**src/rtl/core/psd_pkg.sv**
```systemverilog
// Shared types and constants for the Prufer sequence decoder.
// Used by every module of the block; depends on nothing.
package psd_pkg;

   localparam int LABEL_W = 6;
   localparam int LENGTH_W = 7;
   localparam int NODE_COUNT_W = 7;
   localparam logic [LABEL_W-1:0] COUNT_MAX = 6'd63;
   localparam logic [LENGTH_W-1:0] LENGTH_MAX = 7'd127;

   localparam logic ACT_LOAD = 1'b0;
   localparam logic ACT_RUN = 1'b1;

   typedef enum logic [3:0] {
      ST_CLEAR,
      ST_IDLE,
      ST_LOAD_WR,
      ST_CHECK,
      ST_ERR_EMIT,
      ST_SCAN_RD,
      ST_SCAN_CHK,
      ST_STEP_RD,
      ST_STEP_V,
      ST_STEP_EMIT,
      ST_FINAL
   } state_type;

   // Bookkeeping of the loaded sequence, as seen by the controller.
   typedef struct packed {
      logic [LENGTH_W-1:0] length;
      logic                has_room;
      logic                bad_label;
      logic [LABEL_W-1:0]  max_label;
   } seq_status_type;

   // Commands from the controller to the sequence store.
   typedef struct packed {
      logic load;
      logic clear;
      logic rd_en;
   } seq_ctrl_type;

endpackage

```
**src/rtl/core/prufer_sequence_decoder_unit.sv**
```systemverilog
// Prufer sequence decoder, top level. A load request reads the label's count, then writes it back incremented.
// A run makes one check, then for each sequence step reads the label and its count and emits an
// edge, with count probes of the leaf scan in between; one count memory read port serves both.
// A rejected run gives its result and then sweeps all MAX_NODES entries of the count memory to zero.
// Reset is synchronous; after it the count memory is cleared, during which no request is taken
// (configuration writes are always taken).
module prufer_sequence_decoder_unit #(
   parameter int MAX_NODES = 64
) (
   input  logic        clock,
   input  logic        reset,
   input  logic        req_tvalid,
   output logic        req_tready,
   input  logic [7:0]  req_tdata,   // [5:0] node_label, [7:6] zero
   input  logic        req_tuser,   // [0] action
   output logic        rsp_tvalid,
   input  logic        rsp_tready,
   output logic [15:0] rsp_tdata,   // [5:0] edge_leaf, [11:6] edge_other, [15:12] zero
   output logic        rsp_tlast,
   output logic        rsp_tuser,   // [0] error
   input  logic        csr_valid,
   output logic        csr_ready,
   input  logic [6:0]  csr_data
);

   localparam int SEQ_DEPTH = MAX_NODES - 2;
   localparam int NODE_AW = $clog2(MAX_NODES);
   localparam int SEQ_AW = (SEQ_DEPTH > 1) ? $clog2(SEQ_DEPTH) : 1;

   logic [psd_pkg::NODE_COUNT_W-1:0] node_count_ff, node_count_in;
   psd_pkg::seq_status_type          seq_status;
   psd_pkg::seq_ctrl_type            seq_ctrl;
   logic [SEQ_AW-1:0]                seq_rd_addr;
   logic [psd_pkg::LABEL_W-1:0]      seq_rd_data;
   logic                             cnt_wr_en;
   logic [NODE_AW-1:0]               cnt_wr_addr;
   logic [psd_pkg::LABEL_W-1:0]      cnt_wr_data;
   logic                             cnt_rd_en;
   logic [NODE_AW-1:0]               cnt_rd_addr;
   logic [psd_pkg::LABEL_W-1:0]      cnt_rd_data;
   logic [psd_pkg::LABEL_W-1:0]      rsp_leaf;
   logic [psd_pkg::LABEL_W-1:0]      rsp_other;

   assign csr_ready = 1'b1;
   assign node_count_in = csr_valid ? csr_data : node_count_ff;

   always_ff @(posedge clock) begin
      if (reset) begin
         node_count_ff <= 7'd2;
      end else begin
         node_count_ff <= node_count_in;
      end
   end

   psd_seq_store #(
      .MAX_NODES (MAX_NODES),
      .SEQ_AW    (SEQ_AW)
   ) u_seq_store (
      .clock      (clock),
      .reset      (reset),
      .ctrl       (seq_ctrl),
      .load_label (req_tdata[psd_pkg::LABEL_W-1:0]),
      .rd_addr    (seq_rd_addr),
      .rd_data    (seq_rd_data),
      .status     (seq_status)
   );

   psd_cnt_mem #(
      .DEPTH (MAX_NODES),
      .AW    (NODE_AW)
   ) u_cnt_mem (
      .clock   (clock),
      .wr_en   (cnt_wr_en),
      .wr_addr (cnt_wr_addr),
      .wr_data (cnt_wr_data),
      .rd_en   (cnt_rd_en),
      .rd_addr (cnt_rd_addr),
      .rd_data (cnt_rd_data)
   );

   psd_decode_ctrl #(
      .MAX_NODES (MAX_NODES),
      .NODE_AW   (NODE_AW),
      .SEQ_AW    (SEQ_AW)
   ) u_decode_ctrl (
      .clock       (clock),
      .reset       (reset),
      .req_valid   (req_tvalid),
      .req_action  (req_tuser),
      .req_label   (req_tdata[psd_pkg::LABEL_W-1:0]),
      .req_ready   (req_tready),
      .node_count  (node_count_ff),
      .seq_status  (seq_status),
      .seq_ctrl    (seq_ctrl),
      .seq_rd_addr (seq_rd_addr),
      .seq_rd_data (seq_rd_data),
      .cnt_wr_en   (cnt_wr_en),
      .cnt_wr_addr (cnt_wr_addr),
      .cnt_wr_data (cnt_wr_data),
      .cnt_rd_en   (cnt_rd_en),
      .cnt_rd_addr (cnt_rd_addr),
      .cnt_rd_data (cnt_rd_data),
      .rsp_valid   (rsp_tvalid),
      .rsp_ready   (rsp_tready),
      .rsp_leaf    (rsp_leaf),
      .rsp_other   (rsp_other),
      .rsp_last    (rsp_tlast),
      .rsp_error   (rsp_tuser)
   );

   assign rsp_tdata = {4'b0000, rsp_other, rsp_leaf};

endmodule

```
**src/rtl/core/psd_seq_store.sv**
```systemverilog
// Sequence store: label memory plus length, bad-label and maximum-label tracking.
// Depends on psd_pkg.
module psd_seq_store #(
   parameter int MAX_NODES = 64,
   parameter int SEQ_AW = 6
) (
   input  logic                            clock,
   input  logic                            reset,
   input  psd_pkg::seq_ctrl_type           ctrl,
   input  logic [psd_pkg::LABEL_W-1:0]     load_label,
   input  logic [SEQ_AW-1:0]               rd_addr,
   output logic [psd_pkg::LABEL_W-1:0]     rd_data,
   output psd_pkg::seq_status_type         status
);

   localparam int SEQ_DEPTH = MAX_NODES - 2;

   logic [psd_pkg::LABEL_W-1:0]  seq_mem_ff [SEQ_DEPTH];
   logic [psd_pkg::LABEL_W-1:0]  rd_data_ff;
   logic [psd_pkg::LENGTH_W-1:0] length_ff, length_in;
   logic                         bad_ff, bad_in;
   logic [psd_pkg::LABEL_W-1:0]  max_ff, max_in;
   logic                         has_room;
   logic                         store_en;
   logic                         label_high;

   assign has_room = length_ff < psd_pkg::LENGTH_W'(SEQ_DEPTH);
   assign store_en = ctrl.load && has_room;
   assign label_high = {1'b0, load_label} >= psd_pkg::LENGTH_W'(MAX_NODES);

   always_comb begin
      length_in = length_ff;
      bad_in = bad_ff;
      max_in = max_ff;
      if (ctrl.clear) begin
         length_in = '0;
         bad_in = 1'b0;
         max_in = '0;
      end else if (ctrl.load) begin
         if (length_ff != psd_pkg::LENGTH_MAX) begin
            length_in = length_ff + 7'd1;
         end
         if (store_en) begin
            if (label_high) begin
               bad_in = 1'b1;
            end
            if (load_label > max_ff) begin
               max_in = load_label;
            end
         end
      end
   end

   always_ff @(posedge clock) begin
      if (reset) begin
         length_ff <= '0;
         bad_ff <= 1'b0;
         max_ff <= '0;
      end else begin
         length_ff <= length_in;
         bad_ff <= bad_in;
         max_ff <= max_in;
      end
   end

   always_ff @(posedge clock) begin
      if (store_en) begin
         seq_mem_ff[length_ff[SEQ_AW-1:0]] <= load_label;
      end
      if (ctrl.rd_en) begin
         rd_data_ff <= seq_mem_ff[rd_addr];
      end
   end

   assign rd_data = rd_data_ff;
   assign status.length = length_ff;
   assign status.has_room = has_room;
   assign status.bad_label = bad_ff;
   assign status.max_label = max_ff;

endmodule

```
**src/rtl/core/psd_cnt_mem.sv**
```systemverilog
// Occurrence count memory: one write port, one read port, registered read data.
// Depends on psd_pkg for the count width.
module psd_cnt_mem #(
   parameter int DEPTH = 64,
   parameter int AW = 6
) (
   input  logic                        clock,
   input  logic                        wr_en,
   input  logic [AW-1:0]               wr_addr,
   input  logic [psd_pkg::LABEL_W-1:0] wr_data,
   input  logic                        rd_en,
   input  logic [AW-1:0]               rd_addr,
   output logic [psd_pkg::LABEL_W-1:0] rd_data
);

   logic [psd_pkg::LABEL_W-1:0] mem_ff [DEPTH];
   logic [psd_pkg::LABEL_W-1:0] rd_data_ff;

   always_ff @(posedge clock) begin
      if (wr_en) begin
         mem_ff[wr_addr] <= wr_data;
      end
      if (rd_en) begin
         rd_data_ff <= mem_ff[rd_addr];
      end
   end

   assign rd_data = rd_data_ff;

endmodule

```
**src/rtl/core/psd_decode_ctrl.sv**
```systemverilog
// Decode controller: load sequencing, error check, leaf pointer scan, edge output register.
// Depends on psd_pkg; drives psd_seq_store and psd_cnt_mem.
module psd_decode_ctrl #(
   parameter int MAX_NODES = 64,
   parameter int NODE_AW = 6,
   parameter int SEQ_AW = 6
) (
   input  logic                             clock,
   input  logic                             reset,
   input  logic                             req_valid,
   input  logic                             req_action,
   input  logic [psd_pkg::LABEL_W-1:0]      req_label,
   output logic                             req_ready,
   input  logic [psd_pkg::NODE_COUNT_W-1:0] node_count,
   input  psd_pkg::seq_status_type          seq_status,
   output psd_pkg::seq_ctrl_type            seq_ctrl,
   output logic [SEQ_AW-1:0]                seq_rd_addr,
   input  logic [psd_pkg::LABEL_W-1:0]      seq_rd_data,
   output logic                             cnt_wr_en,
   output logic [NODE_AW-1:0]               cnt_wr_addr,
   output logic [psd_pkg::LABEL_W-1:0]      cnt_wr_data,
   output logic                             cnt_rd_en,
   output logic [NODE_AW-1:0]               cnt_rd_addr,
   input  logic [psd_pkg::LABEL_W-1:0]      cnt_rd_data,
   output logic                             rsp_valid,
   input  logic                             rsp_ready,
   output logic [psd_pkg::LABEL_W-1:0]      rsp_leaf,
   output logic [psd_pkg::LABEL_W-1:0]      rsp_other,
   output logic                             rsp_last,
   output logic                             rsp_error
);

   localparam int W = psd_pkg::NODE_COUNT_W;

   psd_pkg::state_type          state_ff, state_in;
   logic [NODE_AW-1:0]          sweep_ff, sweep_in;
   logic [NODE_AW-1:0]          scan_ff, scan_in;
   logic [NODE_AW-1:0]          ptr_ff, ptr_in;
   logic [NODE_AW-1:0]          leaf_ff, leaf_in;
   logic [NODE_AW-1:0]          v_ff, v_in;
   logic [NODE_AW-1:0]          label_ff, label_in;
   logic                        count_ok_ff, count_ok_in;
   logic [W-1:0]                step_ff, step_in;
   logic                        out_valid_ff, out_valid_in;
   logic [psd_pkg::LABEL_W-1:0] out_leaf_ff, out_leaf_in;
   logic [psd_pkg::LABEL_W-1:0] out_other_ff, out_other_in;
   logic                        out_last_ff, out_last_in;
   logic                        out_error_ff, out_error_in;

   logic                        out_free;
   logic                        run_error;
   logic [W-1:0]                seq_len_needed;
   logic [psd_pkg::LABEL_W-1:0] cnt_dec;
   logic [W-1:0]                step_next;

   assign out_free = !out_valid_ff || rsp_ready;
   assign seq_len_needed = node_count - 7'd2;
   assign cnt_dec = cnt_rd_data - 6'd1;
   assign step_next = step_ff + 7'd1;

   // A run is rejected for a bad node count, a wrong length, a label beyond the
   // store's range, or a stored label at or above the node count.
   assign run_error = (node_count < 7'd2) || (node_count > W'(MAX_NODES))
      || (seq_status.length != seq_len_needed) || seq_status.bad_label
      || ((seq_status.length != '0) && ({1'b0, seq_status.max_label} >= node_count));

   always_ff @(posedge clock) begin
      if (reset) begin
         state_ff <= psd_pkg::ST_CLEAR;
         sweep_ff <= '0;
         out_valid_ff <= 1'b0;
      end else begin
         state_ff <= state_in;
         sweep_ff <= sweep_in;
         out_valid_ff <= out_valid_in;
      end
   end

   always_ff @(posedge clock) begin
      scan_ff <= scan_in;
      ptr_ff <= ptr_in;
      leaf_ff <= leaf_in;
      v_ff <= v_in;
      label_ff <= label_in;
      count_ok_ff <= count_ok_in;
      step_ff <= step_in;
      out_leaf_ff <= out_leaf_in;
      out_other_ff <= out_other_in;
      out_last_ff <= out_last_in;
      out_error_ff <= out_error_in;
   end

   always_comb begin
      state_in = state_ff;
      sweep_in = sweep_ff;
      scan_in = scan_ff;
      ptr_in = ptr_ff;
      leaf_in = leaf_ff;
      v_in = v_ff;
      label_in = label_ff;
      count_ok_in = count_ok_ff;
      step_in = step_ff;
      out_valid_in = out_valid_ff && !rsp_ready;
      out_leaf_in = out_leaf_ff;
      out_other_in = out_other_ff;
      out_last_in = out_last_ff;
      out_error_in = out_error_ff;
      req_ready = 1'b0;
      seq_ctrl = '0;
      seq_rd_addr = step_ff[SEQ_AW-1:0];
      cnt_wr_en = 1'b0;
      cnt_wr_addr = sweep_ff;
      cnt_wr_data = '0;
      cnt_rd_en = 1'b0;
      cnt_rd_addr = scan_ff;

      unique case (state_ff)
         psd_pkg::ST_CLEAR: begin
            cnt_wr_en = 1'b1;
            sweep_in = NODE_AW'(sweep_ff + 1'b1);
            if (sweep_ff == NODE_AW'(MAX_NODES - 1)) begin
               sweep_in = '0;
               state_in = psd_pkg::ST_IDLE;
            end
         end
         psd_pkg::ST_IDLE: begin
            req_ready = 1'b1;
            if (req_valid) begin
               if (req_action == psd_pkg::ACT_LOAD) begin
                  seq_ctrl.load = 1'b1;
                  // Read the label's count now; the increment is written next cycle.
                  cnt_rd_en = 1'b1;
                  cnt_rd_addr = req_label[NODE_AW-1:0];
                  label_in = req_label[NODE_AW-1:0];
                  count_ok_in = seq_status.has_room
                     && ({1'b0, req_label} < W'(MAX_NODES));
                  state_in = psd_pkg::ST_LOAD_WR;
               end else begin
                  state_in = psd_pkg::ST_CHECK;
               end
            end
         end
         psd_pkg::ST_LOAD_WR: begin
            cnt_wr_en = count_ok_ff;
            cnt_wr_addr = label_ff;
            cnt_wr_data = (cnt_rd_data == psd_pkg::COUNT_MAX) ? cnt_rd_data
                                                               : cnt_rd_data + 6'd1;
            state_in = psd_pkg::ST_IDLE;
         end
         psd_pkg::ST_CHECK: begin
            scan_in = '0;
            step_in = '0;
            state_in = run_error ? psd_pkg::ST_ERR_EMIT : psd_pkg::ST_SCAN_RD;
         end
         psd_pkg::ST_ERR_EMIT: begin
            if (out_free) begin
               out_valid_in = 1'b1;
               out_leaf_in = '0;
               out_other_in = '0;
               out_last_in = 1'b1;
               out_error_in = 1'b1;
               seq_ctrl.clear = 1'b1;
               sweep_in = '0;
               state_in = psd_pkg::ST_CLEAR;
            end
         end
         psd_pkg::ST_SCAN_RD: begin
            cnt_rd_en = 1'b1;
            state_in = psd_pkg::ST_SCAN_CHK;
         end
         psd_pkg::ST_SCAN_CHK: begin
            if (cnt_rd_data == '0) begin
               leaf_in = scan_ff;
               ptr_in = scan_ff;
               state_in = (step_ff == seq_len_needed) ? psd_pkg::ST_FINAL
                                                      : psd_pkg::ST_STEP_RD;
            end else begin
               scan_in = NODE_AW'(scan_ff + 1'b1);
               state_in = psd_pkg::ST_SCAN_RD;
            end
         end
         psd_pkg::ST_STEP_RD: begin
            seq_ctrl.rd_en = 1'b1;
            state_in = psd_pkg::ST_STEP_V;
         end
         psd_pkg::ST_STEP_V: begin
            v_in = seq_rd_data[NODE_AW-1:0];
            cnt_rd_en = 1'b1;
            cnt_rd_addr = seq_rd_data[NODE_AW-1:0];
            state_in = psd_pkg::ST_STEP_EMIT;
         end
         psd_pkg::ST_STEP_EMIT: begin
            if (out_free) begin
               out_valid_in = 1'b1;
               out_leaf_in = psd_pkg::LABEL_W'(leaf_ff);
               out_other_in = psd_pkg::LABEL_W'(v_ff);
               out_last_in = 1'b0;
               out_error_in = 1'b0;
               cnt_wr_en = 1'b1;
               cnt_wr_addr = v_ff;
               cnt_wr_data = cnt_dec;
               step_in = step_next;
               // A node that has just become a leaf below the pointer is the
               // smallest leaf; otherwise the scan carries on above the pointer.
               if ((cnt_dec == '0) && (v_ff < ptr_ff)) begin
                  leaf_in = v_ff;
                  state_in = (step_next == seq_len_needed) ? psd_pkg::ST_FINAL
                                                           : psd_pkg::ST_STEP_RD;
               end else begin
                  scan_in = NODE_AW'(ptr_ff + 1'b1);
                  state_in = psd_pkg::ST_SCAN_RD;
               end
            end
         end
         psd_pkg::ST_FINAL: begin
            if (out_free) begin
               out_valid_in = 1'b1;
               out_leaf_in = psd_pkg::LABEL_W'(leaf_ff);
               out_other_in = psd_pkg::LABEL_W'(node_count - 7'd1);
               out_last_in = 1'b1;
               out_error_in = 1'b0;
               seq_ctrl.clear = 1'b1;
               state_in = psd_pkg::ST_IDLE;
            end
         end
         default: begin
            state_in = psd_pkg::ST_CLEAR;
            sweep_in = '0;
         end
      endcase
   end

   assign rsp_valid = out_valid_ff;
   assign rsp_leaf = out_leaf_ff;
   assign rsp_other = out_other_ff;
   assign rsp_last = out_last_ff;
   assign rsp_error = out_error_ff;

endmodule
```
**config.mk**
```make
export PLATFORM = sky130hd
export DESIGN_NAME = prufer_sequence_decoder_unit
export DESIGN_NICKNAME = d
export VERILOG_FILES = /design/src/rtl/core/psd_pkg.sv /design/src/rtl/core/prufer_sequence_decoder_unit.sv /design/src/rtl/core/psd_seq_store.sv /design/src/rtl/core/psd_cnt_mem.sv /design/src/rtl/core/psd_decode_ctrl.sv
export SDC_FILE = /design/constraint.sdc
export NUM_CORES = 1
export LEC_CHECK = 0
export ABC_CLOCK_PERIOD_IN_PS = 7280
export BUFFER_PORTS_ARGS = -buffer_cell sky130_fd_sc_hd__buf_2
export CORE_MARGIN = 1
export CORE_UTILIZATION = 32
export DETAILED_ROUTE_END_ITERATION = 7
export PLACE_DENSITY_LB_ADDON = 0.05
export SYNTH_ARGS = -nofsm -noshare
export SYNTH_HDL_FRONTEND = slang
export SYNTH_SLANG_ARGS = --single-unit
```
**constraint.sdc**
```tcl
create_clock -name clock -period 7.28 [get_ports clock]
set_clock_uncertainty 0.05 [all_clocks]
set_input_delay 0.364 -clock clock [delete_from_list [all_inputs] [get_ports clock]]
set_output_delay 0.364 -clock clock [all_outputs]
set_load 0.05 [all_outputs]
```
Word level (Yosys, flattened, before mapping)
Memories as Yosys holds them, arrays and structs flattened. A register that Yosys moved wholly into a read port is not among the register bits.
Cells that the tools add are included.
{"block": "totals", "ff_bits": 83, "latchBits": 0, "ram_bits": 756, "rom_bits": 0, "input_bits": 21, "output_inout_bits": 21, "wordCells": 158, "n_memories": 2}
{"block": "classes", "n_addsub": 9, "multipliers": 0, "div": 0, "magnitude_cmp": 6, "eq_ne": 27, "n_shift": 0, "n_mux": 57, "bitwise": 2, "n_reduce_logical": 38}
{"name": "u_cnt_mem.mem_ff", "words": 64, "width": 6, "rd": 1, "rd_clocked_by_memory_dff": 1, "write_ports": 1, "line": "psd_cnt_mem.sv:16", "source": "logic [psd_pkg::LABEL_W-1:0] mem_ff [DEPTH];"}
{"name": "u_seq_store.seq_mem_ff", "words": 62, "width": 6, "rd": 1, "rd_clocked_by_memory_dff": 1, "write_ports": 1, "line": "psd_seq_store.sv:18", "source": "logic [psd_pkg::LABEL_W-1:0] seq_mem_ff [SEQ_DEPTH];"}
{"operator": "2-to-1 mux 6 bit", "count": 16}
{"operator": "one-hot mux 6 bit (2 select lines)", "count": 5}
{"operator": "one-hot mux 6 bit (3 select lines)", "count": 3}
{"operator": "one-hot mux 4 bit (11 select lines)", "count": 1}
{"operator": "2-to-1 mux 4 bit", "count": 9}
{"operator": "adder 6 x 1 -> 6 bit (second input constant)", "count": 4}
{"operator": "2-to-1 mux 1 bit", "count": 17}
{"operator": "equality test 4 x 3 -> 1 bit (second input constant)", "count": 4}
{"operator": "!= test 2 x 1 -> 1 bit (second input constant)", "count": 8}
{"operator": "adder 7 x 1 -> 7 bit (second input constant)", "count": 2}
{"operator": "equality test 7 bit", "count": 2}
{"operator": "one-hot mux 7 bit (2 select lines)", "count": 1}
{"operator": "equality test 4 bit (second input constant)", "count": 3}
{"operator": "equality test 6 bit (second input constant)", "count": 2}
{"operator": "logical NOT 6 bit", "count": 2}
{"operator": "AND reduction 3 bit", "count": 4}
{"operator": "AND reduction 4 bit", "count": 3}
{"operator": "subtractor 6 x 1 -> 6 bit (second input constant)", "count": 2}
{"operator": "OR reduction 9 bit", "count": 1}
{"operator": "equality test 4 x 2 -> 1 bit (second input constant)", "count": 2}
{"operator": "AND reduction 2 bit", "count": 4}
{"operator": "nonzero test 2 bit", "count": 4}
{"operator": "OR reduction 2 bit", "count": 4}
{"operator": ">= comparator 6 x 7 -> 1 bit", "count": 1}
{"operator": "22 further kinds", "count": 35}

Depth between registers and ports, before layout
{"block": "depth", "depth_word": 6, "depth_mapped": 15, "depth_no_buf": 11}

Modules after synthesis
A second synthesis with hierarchy kept.
{"block": "hier_totals", "hier_cells": 2001, "hier_area_um2": 35524.1}
{"module": "psd_seq_store", "n_inst": 1, "cells_each": 770, "area_each_um2": 15526.1, "seq_area_each_um2": 11611.1}
{"module": "psd_cnt_mem", "n_inst": 1, "cells_each": 720, "area_each_um2": 15285.9, "seq_area_each_um2": 11711.2}
{"module": "psd_decode_ctrl", "n_inst": 1, "cells_each": 482, "area_each_um2": 4415.5, "seq_area_each_um2": 1781.7}
{"module": "prufer_sequence_decoder_unit", "n_inst": 1, "cells_each": 29, "area_each_um2": 296.5, "seq_area_each_um2": 140.1}

Least setup slack after synthesis
OpenSTA, ideal clock, no wires.
{"block": "synth_timing", "path_type": "register to register", "from": "reg u_decode_ctrl.state_ff[2]", "to": "mem u_cnt_mem.mem_ff[0][2] (netlist name), data pin", "setup_ns": 0.702, "arrival_time_ns": 4.014, "required_ns": 6.528, "setup_slack_ns": 2.514, "path_stages_with_launch": 8, "path_buffers": 2, "period_less_slack_ns": 4.766, "path_cell_list": "dfxtp_1 buf_2 nand2b_1 nor2_1 clkbuf_1 nand2_1 o221a_2 o21ai_0"}
{"block": "synth_via", "elab_chain_cells": 2, "elab_cells_between_ends": 3, "cone_classes": "eq/ne: 2; mux: 1"}
{"item": "start: declaration", "line": "psd_decode_ctrl.sv:35", "source": "psd_pkg::state_type state_ff, state_in;"}
{"item": "start signal: assignment", "line": "psd_decode_ctrl.sv:69", "source": "state_ff <= psd_pkg::ST_CLEAR;"}
{"item": "start signal: assignment", "line": "psd_decode_ctrl.sv:73", "source": "state_ff <= state_in;"}
{"item": "equality test 4 bit or equality test 4 x 2 -> 1 bit (tied branches)", "line": "psd_decode_ctrl.sv:117", "source": "unique case (state_ff)"}
{"item": "one-hot mux 6 bit (2 select lines) (*)", "line": "psd_decode_ctrl.sv:117"}
{"item": "named net cnt_wr_data, one bit", "line": "prufer_sequence_decoder_unit.sv:37", "source": "logic [psd_pkg::LABEL_W-1:0] cnt_wr_data;"}
{"item": "end: declaration", "line": "psd_cnt_mem.sv:16"}
The timed path passes the listed nets; every way through them passes the cells marked *.

Worst setup path in the final report
{"block": "layout_timing", "from": "reg u_decode_ctrl.state_ff[3]", "to": "reg u_cnt_mem.rd_data_ff (netlist bit u_cnt_mem.rd_data[2]) (read register of u_cnt_mem.mem_ff), data pin"}
{"block": "layout_via", "elab_chain_cells": 3, "elab_cells_between_ends": 6, "cone_classes": "eq/ne: 3; mux: 2; reduce/logical: 1"}
{"item": "equality test 4 x 3 -> 1 bit or equality test 4 bit (tied branches)", "line": "psd_decode_ctrl.sv:117"}
{"item": "OR reduction 2 bit (no line)"}
{"item": "one-hot mux 1 bit (2 select lines)", "line": "psd_decode_ctrl.sv:117"}
{"item": "end: declaration", "line": "psd_cnt_mem.sv:17", "source": "logic [psd_pkg::LABEL_W-1:0] rd_data_ff;"}
Parallel ways exist; a longest one is shown, timed or not.
A chain may end at the register's enable or synchronous reset.

==> reports/qor.yml <==
final_layout:
  fin_cells: 3816
  mostFrequentLayoutCell: "edfxtp_1"
  nNetsFinal: 2312
  drive_gt1_share_pct: 15.69
  areaGrowthSynthToFinish_pct: 14.40
  nFillCells: 10267
  final_cell_mix: "820 x edfxtp_1, 260 x nand2_1, 192 x nor2_1"
  ff_latch_area_mm2: 0.02524
  multi_input_area_mm2: 0.009409
clock_tree:
  clock-sinks: 851
  ctsResizeCount: 0
  cts_root_buf: "clkbuf_16"
  cts.clk_slew.worst_paths_ns: 0.06
  cts_hold_buf: 20
  cts_tree: "done"
  h-tree-depth: 3
  cts_buffer_depth: 3
  post-cts-setup-buffers: 0
  clk_latency_ns: 0.68
  cts_made_buffers: 99
setup_path:
  path_buf_inv: 0
  r2r_slack_ns: 2.55
  reg2regPathDepth: 8
  crit_family: "simple AND/OR/NAND/NOR gates"
  cp-end-kind: "flip-flop"
  critical_path.max_stage_delay_ns: 1.08
  worstPathArrival_ns: 5.10
  crit_required_ns: 7.64
  critPathMostFrequentCell: "nand3_1"
  crit_fanout: 42
  cp_cell_sequence: "nor4b_4 -> a21oi_4 -> a221o_1 -> nor2_4 -> nand3_1 -> nand3_1 -> and4_1 -> a211oi_1"
  startpoint_type: "flip-flop"
  rr_startpoint: "u_decode_ctrl.state_ff[3]$_SDFFE_PP0P_"
  cp_slowest_cell: "nor2_4"
  crit_type: "reg2reg"
  r2r-end: "u_cnt_mem.rd_data[2]$_DFFE_PP_"
yosys:
  synth_area_mm2: 0.03531
  synth-edff-count: 820
  ys.flop_type: "edfxtp_1"
  synth_area_per_cell_um2: 16.13
  synthArstFlopShare_pct: 0
  ys_warn_count: 0
  syn_inst: 2189
  ys_types: 67
  ys_seq_area_share_pct: 71.49
  synth_seq_cells: 851
route:
  vias: 18893
  postRouteWirelength_um: 96000
  wl_per_cell_um: 25.16
  viasPerCell: 4.951
  wl_met1_um: 42470
  drt_pass1_iterations: 7
  route.detailed.drc: 0
  wl_met3_um: 3590
  drtIter0Drc: 1487
  final_antenna_net_count: 0
  met2WireLength_um: 47220
  highest_layer: "met5"
global_routing:
  grt.overflow.total: 0
  antenna_found_initial: 3
  grt_usage_pct: 17.35
  grt_pass1_wl_um: 139800
  grt_max_degree: 101
  grt_pass1_vias: 19391
timing:
  max_freq_mhz: 211.2
  min_period_ns: 4.734
  timing.final.crit_share_pct: 65.03
  finalSetupViolCount: 0
  rsz0062_at_grt: "no"
  slew_headroom_pct: 13.29
  timing.hold.ws_ns: 0.1083
  worst_pin_slew_ns: 1.287
  fin_ws_ns: 2.546
  drv_slew: 0
  fin_tns_setup_ns: 0
  finalHoldViolations: 0
hold_path:
  min_path_type: "in2reg"
  whs_path_depth: 1
  worstHoldStart: "req_tdata[3]"
  holdPathEnd: "u_seq_store.seq_mem_ff[0][3]$_DFFE_PP_"
run_status:
  outcome: "finished, final reports clean"
placement:
  dp_slack_ns: 2.528
  place_inst: 3618
  gp_congestion: 0.7789
  port_buffers: 34
  hpwl_um: 60950
pwr:
  p_leak_nw: 13.21
  peakVddDrop_mv: 0.1715
  cellPowerDensity_mw_per_mm2: 254.9
die:
  rows: 121
  fp.dieArea_mm2: 0.1117
  die_x_um: 334.2
  start_util_pct: 32.35
  dieHeight_um: 334.2
  io-pin-count: 42
  core_mm2: 0.1092
job:
  cap_viol_max_count: 0
sequential cells by signal, summed over array words and instances, names as in the netlist, 4 cells and up:
| signal | count |
|---|---|
| u_seq_store.length_ff | 7 |
| u_decode_ctrl.rsp_other | 6 |
| u_decode_ctrl.ptr_ff | 6 |
| u_seq_store.max_ff | 6 |
| u_cnt_mem.mem_ff | 384 |
| u_decode_ctrl.leaf_ff | 6 |
| u_decode_ctrl.label_ff | 6 |
| u_decode_ctrl.sweep_ff | 6 |
| u_decode_ctrl.state_ff | 4 |
| u_decode_ctrl.scan_ff | 6 |
| u_seq_store.seq_mem_ff | 372 |
| u_seq_store.rd_data | 6 |
| u_decode_ctrl.rsp_leaf | 6 |
| node_count_ff | 7 |
| u_decode_ctrl.step_ff | 7 |
| u_decode_ctrl.v_ff | 6 |
| u_cnt_mem.rd_data | 6 |
synthesized netlist by cell type, types with 13 or more instances:
master	instances	area share [%]
a21oi_1	28	0.40
a221oi_1	14	0.35
a32oi_1	31	0.77
and2_1	17	0.30
buf_1	17	0.18
buf_2	25	0.35
buf_4	20	0.43
clkbuf_1	50	0.53
dfxtp_1	31	1.8
edfxtp_1	820	70
ha_1	28	0.99
inv_1	27	0.29
mux2i_1	129	3.7
mux4_2	120	7.7
nand2_1	260	2.8
nand3_1	86	1.2
nand4_1	25	0.44
nor2_1	192	2.0
nor2b_1	13	0.23
o21ai_0	18	0.26
xnor2_1	32	0.79
xor2_1	21	0.52
cells by family (layout without fill, tap and decap cells):
logic type      after synthesis  count (layout)  synth area share, %
fa+ha+maj                    28              28               0.9921
buf+inv                     152             299                2.136
mux                         261             261                11.69
compound gates              184             184                3.986
simple gates                658             658                8.372
xor+xnor                     53              53                1.314
flops                       851             851                71.49
other cells                   2               6              0.02127
cell type report:
type,count,area share [%]
Clock buffer,122,6.399
Timing Repair Buffer,92,1.654
Multi-Input combinational cell,1189,23.29
Clock inverter,55,1.307
Antenna cell,1,0.006194
Inverter,30,0.2849
Sequential cell,851,62.49
Tap cell,1476,4.571
worst max-delay path by stage:
stage	from	endpoint	slack, ns	cells after the start
final	u_decode_ctrl.state_ff[3]$_SDFFE_PP0P_	u_cnt_mem.rd_data[2]$_DFFE_PP_	2.55	8
after global routing	u_decode_ctrl.state_ff[3]$_SDFFE_PP0P_	u_cnt_mem.rd_data[2]$_DFFE_PP_	2.26	8
after CTS	u_decode_ctrl.state_ff[3]$_SDFFE_PP0P_	u_cnt_mem.rd_data[2]$_DFFE_PP_	2.51	8
after detailed placement	u_decode_ctrl.state_ff[3]$_SDFFE_PP0P_	u_cnt_mem.rd_data[2]$_DFFE_PP_	2.53	8
after global placement	u_decode_ctrl.state_ff[3]$_SDFFE_PP0P_	u_cnt_mem.rd_data[2]$_DFFE_PP_	2.63	8
after floorplan	u_decode_ctrl.state_ff[2]$_SDFFE_PP0P_	u_cnt_mem.mem_ff[0][2]$_DFFE_PP_	2.51	7
layer usage:
metal  vias up  global-route usage (%)
met5         -                       0
met4         2                   5.163
met3       140                   2.969
met2       396                   29.12
met1      9725                   22.96
li1       8630                       -
worst register-to-register path: cells and delay by family, from the launching register on:
family          cells  cell delay, ns
simple gates        5            2.75
compound gates      3            0.92
flops               1            0.75
report_power, final:
part | internal [mW] | switching [mW] | total, mW
clock | 2.80 | 1.99 | 4.79
sequential | 5.34 | 0.00893 | 5.35
combinational | 0.0425 | 0.119 | 0.161
total | 8.18 | 2.11 | 10.3
through the flow:
stage | total power [mW] | util, % | area [µm²]
after floorplan | 5.518 | - | 35330
after global placement | 5.605 | 33.97 | 37080
after detailed placement | 5.609 | 33.97 | 37080
after CTS | 10.45 | 37.01 | 40400
after global routing | 10.63 | 37.01 | 40400
final | 10.30 | 37.01 | 40400
(Power assumes the default switching activity.)
